### src/hw/rtl/sbm_pkg.sv
// Package for the stack bytecode machine: opcodes, status codes, FSM states
// and the divider status struct. No dependencies.
`default_nettype none

package sbm_pkg;

  // Default operand stack depth
  localparam int unsigned STACK_DEPTH_DEF = 256;

  // Data word width of the operand stack
  localparam int unsigned WORD_W = 32;

  // Instruction codes
  localparam logic [7:0] OPC_PUSH  = 8'h01;
  localparam logic [7:0] OPC_ADD   = 8'h02;
  localparam logic [7:0] OPC_SUB   = 8'h03;
  localparam logic [7:0] OPC_MUL   = 8'h04;
  localparam logic [7:0] OPC_DIV   = 8'h05;
  localparam logic [7:0] OPC_PRINT = 8'h06;
  localparam logic [7:0] OPC_HALT  = 8'h07;

  // Result status codes
  localparam logic [2:0] ST_OK       = 3'd0;
  localparam logic [2:0] ST_OVERFLOW = 3'd1;
  localparam logic [2:0] ST_UNDER    = 3'd2;
  localparam logic [2:0] ST_DIVZERO  = 3'd3;
  localparam logic [2:0] ST_INVALID  = 3'd4;
  localparam logic [2:0] ST_HALTED   = 3'd5;
  localparam logic [2:0] ST_IGNORED  = 3'd6;

  // Sequencer states
  typedef enum logic [2:0] {
    S_IDLE,
    S_RD_B,
    S_RD_A,
    S_DIV,
    S_OUT
  } sbm_state_t;

  // Divider status towards the sequencer
  typedef struct packed {
    logic busy;
    logic done;
  } div_stat_t;

endpackage : sbm_pkg

`default_nettype wire

### src/hw/rtl/sbm_div.sv
// Iterative signed 32-bit divider, truncating toward zero, one quotient bit
// per cycle. Depends on sbm_pkg.
`default_nettype none

module sbm_div
  import sbm_pkg::*;
(
  input  wire logic              clk,
  input  wire logic              rst_n,
  input  wire logic              start,
  input  wire logic [WORD_W-1:0] dividend,
  input  wire logic [WORD_W-1:0] divisor,
  output logic      [WORD_W-1:0] quotient,
  output div_stat_t              stat
);

  localparam int unsigned CW = $clog2(WORD_W);

  logic            busy_r, busy_nxt;
  logic            done_r, done_nxt;
  logic [CW-1:0]   cnt_r, cnt_nxt;
  logic [WORD_W-1:0] rem_r, rem_nxt;
  logic [WORD_W-1:0] quo_r, quo_nxt;
  logic [WORD_W-1:0] dvs_r, dvs_nxt;
  logic            neg_r, neg_nxt;
  logic [WORD_W-1:0] q_r, q_nxt;

  logic [WORD_W:0]   rem_sh;
  logic [WORD_W:0]   rem_dif;
  logic              ge;
  logic [WORD_W-1:0] quo_step;

  // One restoring step
  assign rem_sh   = {rem_r, quo_r[WORD_W-1]};
  assign rem_dif  = rem_sh - {1'b0, dvs_r};
  assign ge       = (rem_sh >= {1'b0, dvs_r});
  assign quo_step = {quo_r[WORD_W-2:0], ge};

  always_comb begin
    busy_nxt = busy_r;
    done_nxt = 1'b0;
    cnt_nxt  = cnt_r;
    rem_nxt  = rem_r;
    quo_nxt  = quo_r;
    dvs_nxt  = dvs_r;
    neg_nxt  = neg_r;
    q_nxt    = q_r;
    if (start) begin
      // Load magnitudes and the sign of the quotient
      busy_nxt = 1'b1;
      cnt_nxt  = '0;
      rem_nxt  = '0;
      quo_nxt  = dividend[WORD_W-1] ? (WORD_W'(0) - dividend) : dividend;
      dvs_nxt  = divisor[WORD_W-1] ? (WORD_W'(0) - divisor) : divisor;
      neg_nxt  = dividend[WORD_W-1] ^ divisor[WORD_W-1];
    end else if (busy_r) begin
      // Advance one bit
      rem_nxt = ge ? rem_dif[WORD_W-1:0] : rem_sh[WORD_W-1:0];
      quo_nxt = quo_step;
      cnt_nxt = cnt_r + CW'(1);
      if (cnt_r == CW'(WORD_W - 1)) begin
        busy_nxt = 1'b0;
        done_nxt = 1'b1;
        q_nxt    = neg_r ? (WORD_W'(0) - quo_step) : quo_step;
      end
    end
  end

  always_ff @(posedge clk) begin
    if (!rst_n) begin
      busy_r <= 1'b0;
      done_r <= 1'b0;
      cnt_r  <= '0;
    end else begin
      busy_r <= busy_nxt;
      done_r <= done_nxt;
      cnt_r  <= cnt_nxt;
    end
  end

  always_ff @(posedge clk) begin
    rem_r <= rem_nxt;
    quo_r <= quo_nxt;
    dvs_r <= dvs_nxt;
    neg_r <= neg_nxt;
    q_r   <= q_nxt;
  end

  assign quotient  = q_r;
  assign stat.busy = busy_r;
  assign stat.done = done_r;

endmodule : sbm_div

`default_nettype wire

### config.mk
export PLATFORM = sky130hd
export DESIGN_NAME = sbm_div
export DESIGN_NICKNAME = d
export VERILOG_FILES = /design/src/hw/rtl/sbm_pkg.sv /design/src/hw/rtl/sbm_div.sv
export SDC_FILE = /design/constraint.sdc
export NUM_CORES = 1
export LEC_CHECK = 0
export ABC_CLOCK_PERIOD_IN_PS = 3600
export BUFFER_PORTS_ARGS = -buffer_cell sky130_fd_sc_hd__buf_2
export CAP_MARGIN = 20
export CORE_MARGIN = 3
export CORE_UTILIZATION = 50
export CTS_BUF_LIST = sky130_fd_sc_hd__clkbuf_4 sky130_fd_sc_hd__clkbuf_8
export DETAILED_ROUTE_END_ITERATION = 6
export PLACE_DENSITY = 0.72
export RECOVER_POWER = 100
export SYNTH_ARGS = -nofsm -noshare
export SYNTH_HDL_FRONTEND = slang
export SYNTH_SLANG_ARGS = --single-unit
### constraint.sdc
create_clock -name clk -period 3.6 [get_ports clk]
set_input_delay 0.36 -clock clk [delete_from_list [all_inputs] [get_ports clk]]
set_output_delay 0.36 -clock clk [all_outputs]
set_load 0.1 [all_outputs]
# After elaboration in Yosys (flattened, before gate mapping)
# Cells that the tools add are included.
# W data, S select, Z words.
# totals
ff_bits	136
inputBits	67
output_inout_bits	34
# op_classes
n_addsub	5
order_cmp	1
eq_ne	1
muxes	10
bitwise	4
reduce_logical	4
# ops
operator	count
$mux W32	5
$sub A1 B32 Y32 const A	3
$ge A33 B32 Y1	1
$sub A32 B32 Y32	1
$mux W31	1
$add A5 B1 Y5 const B	1
$eq A5 B5 Y1 const B	1
$mux W1	4
$not A1 Y1	3
$reduce_and A3 Y1	1
$reduce_or A3 Y1	1
$reduce_bool A2 Y1	1
$reduce_or A2 Y1	1
$xor A1 B1 Y1	1

# Depth between registers and ports, before layout
# depth
depth_word	4
mapped_depth	17
depth_no_buf	15

# Least setup slack after synthesis
# No wires, ideal clock.
# synth_timing
path_kind	register -> register
startpoint	register dvs_r[1]
endpoint	register q_r[30], in the netlist quotient[30] (data pin)
arrival_time_ps	3550
path_slack_ps	-212
stages_incl_launch_ff	17
n_path_buf	1
period_less_slack_ps	3812
path_cell_list	edfxtp_1 inv_1 ha_1 nor2b_1 o31ai_1 nand2b_1 a21oi_1 o21ba_2 o21bai_1 clkinv_1 clkbuf_1 ha_1 nand3_1 nand2b_1 or3_1 o31ai_1 xnor2_1
# synth_between
elab_chain_len	3
# synth_rtl
item	line	text
start, declared	sbm_div.sv:24	logic [WORD_W-1:0] dvs_r, dvs_nxt;
start signal, assigned	sbm_div.sv:84	dvs_r <= dvs_nxt;
$ge A33 B32 Y1	sbm_div.sv:36	assign ge = (rem_sh >= {1'b0, dvs_r});
$sub A1 B32 Y32	sbm_div.sv:64	q_nxt = neg_r ? (WORD_W'(0) - quo_step) : quo_step;
$mux W32	sbm_div.sv:64	
end signal, assigned	sbm_div.sv:86	q_r <= q_nxt;
end, declared	sbm_div.sv:26	logic [WORD_W-1:0] q_r, q_nxt;
# No other way between the ends.
# A chain may end at the register's enable or synchronous reset.

# Final worst setup path
# layout_timing
startpoint	register dvs_r[1]
endpoint	register q_r[29], in the netlist quotient[29] (data pin)
# The elaborated chain is that of the path after synthesis.

==> metrics.yaml <==
global_route:
  grt_first_pass_wirelength_um: 31100
  met1_usage_pct: 28.5
  use_met3_pct: 3.76
  met2_usage_pct: 32.3
  grt_usage_pct: 20.4
  antenna_found_initial: 0
  grt_max_degree: 82
  overflow: 0
  grt_pass1_vias: 6441
  busiest_layer: "met2"
placement:
  portBuffers: 100
  dp.cells: 1220
  dp_slack_ps: 28.6
  gp_congestion: 0.888
  dpl_cell_area_sq_um: 9390
  dpl.hpwl_um: 13500
detailed_routing:
  vias: 7000
  viasPerCell: 5.59
  firstDrtPassIters: 5
  drt_iter0_drc: 556
  drc_errors: 0
  wl_per_cell_um: 15.1
  antenna_left: 0
  routed_wl_um: 18900
clocking:
  cts_hold_buf: 0
  ctsHtreeMaxLevel: 4
  worstSkewPairLatency_ps: 450
  clock_path_buffers: 2
  cts.sinks: 136
  clockRootBuffer: "clkbuf_8"
  cts_tree: "done"
  path_clk_slew_ps: 80
  cts_made_buffers: 17
critical_path:
  startpoint_type: "flop"
  critPathRequiredTime_ps: 3810
  cpMaxStageDelayCell: "or4_1"
  worstRegToRegCells: 12
  crit_fanout: 18
  crit_type: "reg2reg"
  cp_cell_sequence: "inv_1 -> ha_1 -> nor2b_1 -> o31ai_2 -> nand2b_1 -> a21oi_2 -> o21ba_4 -> o21bai_2 -> buf_4 -> or4_1 -> o31ai_1 -> xnor2_1"
  worstPathArrival_ps: 3670
  critPathCaptureType: "flop"
  slowest_delay_ps: 710
sta:
  max_freq_mhz: 289
  setup_viol: 0
  fin_worst_skew_ps: 9.50
  hold_violations: 0
  fin_crit_ps: 3460
  finalHoldWorstSlack_ps: 136
  drv_slew: 48
  final.setup.tns_ps: 0
  slew_headroom_pct: -70.0
  period_share_pct: 96.1
  layout_setup_ws_ps: 141
  worstMarginPinSlew_ps: 2550
layout:
  post_route_cells_drive_above_1_share_pct: 13.6
  finish.utilization_pct: 58.9
  final-seq-area_sq_um: 3690
  final_nets: 1125
  stdcell_area_sq_um: 9870
  final_cells: 1252
  antenna_cells: 0
  n_fill_cell: 1488
  area_delta_synth_final_pct: 14.3
  multiInputGateArea_sq_um: 4670
die:
  start_util_pct: 51.5
  die_w_um: 137
  die_h_um: 137
  pin_count: 101
  coreArea_sq_um: 16800
  rows: 47
  fp.dieArea_sq_um: 18900
yosys:
  netlist_top_cells_area: "edfxtp_1 (34%), dfxtp_1 (9.0%), xnor2_1 (7.7%), ha_1 (5.4%), nand2_1 (4.5%)"
  ys.warnings.count: 0
  synthXorXnorAreaFrac_pct: 11.7
  yosys.area.top_type_share_pct: 33.7
  yosys.area.top_type: "edfxtp_1"
  synth_common_cells: "nand2_1 (103), edfxtp_1 (97), nor2_1 (77), xnor2_1 (76), a21oi_1 (71)"
  seq_area_frac_synth_pct: 42.8
  synthesis.area_sq_um: 8640
  synthMuxAreaShare_pct: 0.970
  synth_top_family_by_area: "compound AO/OA/AOI/OAI gates"
  synthAdderAreaFrac_pct: 5.59
  synth_edf_count: 97
  synth_compound_area_share_pct: 18.0
  avgSynthCellArea_sq_um: 9.31
  synth_seq_cells: 136
  ys_types: 62
  synth-simple-area-share_pct: 17.0
  async_flop_share_pct: 0
  synth_flop_cell: "edfxtp_1"
  syn-num-nets: 1033
  synth_cells: 928
  yosysMostFrequentCell: "nand2_1"
pwr:
  intPower_mw: 3.17
  swShare_pct: 29.2
  p_clk_share_pct: 33.3
  pwr_density_cell_nw_per_um2: 454
  total_power_mw: 4.48
  switchingPower_mw: 1.31
  power.leakage_nw: 3.73
  combPwrFrac_pct: 23.3
  irDropWorstVdd_v: 0.000243
  seq_power_share_pct: 43.4
run:
  cap_viol_max_count: 1
worst_hold_path:
  holdPathStages: 2
  hp-class: "in2reg"
run_status:
  violations: "capacitance limit, slew limit"
  status: "complete, but fails checks"
state kept, by name, indices dropped and copies added (netlist names):
name,count
quo_r,32
rem_r,32
dvs_r,32
quotient,32
cnt_r,5
busy_r,1
done_r,1
neg_r,1
path summary, 6_finish.rpt:
kind / from / end / slack (ps)
hold reg to reg: rem_r[15] / rem_r[15] / 490
hold / removal: rst_n / busy_r / 140
setup / recovery: dvs_r[1] / quotient[29] / 140
setup reg to reg: dvs_r[1] / quotient[29] / 140
critical path, delay by kind of cell, from the launching register on:
kind	cells	cell delay [ps]
AO/OA/AOI/OAI	5	1160
XOR/XNOR	1	100
buffers and inverters	2	280
adder cells (fa/ha/maj)	1	240
AND/OR/NAND/NOR	3	1020
flip-flops	1	410
cell usage in the layout (no fill, tap or decap), types with 12 or more instances in the layout:
| cell type | instances |
|---|---|
| nand2_1 | 103 |
| nor2_1 | 77 |
| or3_1 | 19 |
| a21oi_1 | 70 |
| inv_1 | 48 |
| dfxtp_1 | 38 |
| nand2b_1 | 12 |
| o21ai_0 | 39 |
| o31ai_1 | 24 |
| ha_1 | 37 |
| edfxtp_1 | 97 |
| buf_4 | 13 |
| xor2_1 | 39 |
| or4_1 | 12 |
| buf_2 | 61 |
| nand3_1 | 16 |
| clkbuf_8 | 17 |
| xnor2_1 | 76 |
| clkbuf_1 | 40 |
| a311oi_1 | 19 |
power groups by stage:
| stage | clock network [mW] | logic (mW) | registers, mW |
|---|---|---|---|
| CTS | 1.53 | 1.03 | 1.94 |
| detailed placement | 0 | 1.02 | 1.97 |
| global route | 1.61 | 1.18 | 1.96 |
| finish | 1.49 | 1.04 | 1.94 |
| global placement | 0 | 1.01 | 1.97 |
| floorplan | 0 | 0.777 | 1.93 |
area by class of cell:
class	count	share of cell area (%)
clock buffers	18	2.45
clock inverters	13	2.29
inverters	49	1.86
multi-input cells	700	47.3
flip-flops and latches	136	37.4
well taps	220	2.79
repair buffers	116	5.86
per-layer routing:
metal,up-vias,routed length [um]
met5,-,0
met2,223,8580
li1,3550,-
met3,24,1260
met1,3203,8810
met4,0,267
logic make-up (layout without fill, tap and decap cells):
group / after synthesis / in the layout
xor+xnor: 115 / 115
flops: 136 / 136
buf+inv: 92 / 196
simple gates: 303 / 303
fa+ha+maj: 38 / 38
compound gates: 236 / 236
mux: 8 / 8
timing repair:
item                       in CTS  in global routing
setup buffers                   0                  1
setup endpoints to repair       0                  4
hold endpoints to repair        0                  0
gates resized for setup         0                 12
Note: power is estimated with default switching activity, not from simulation.
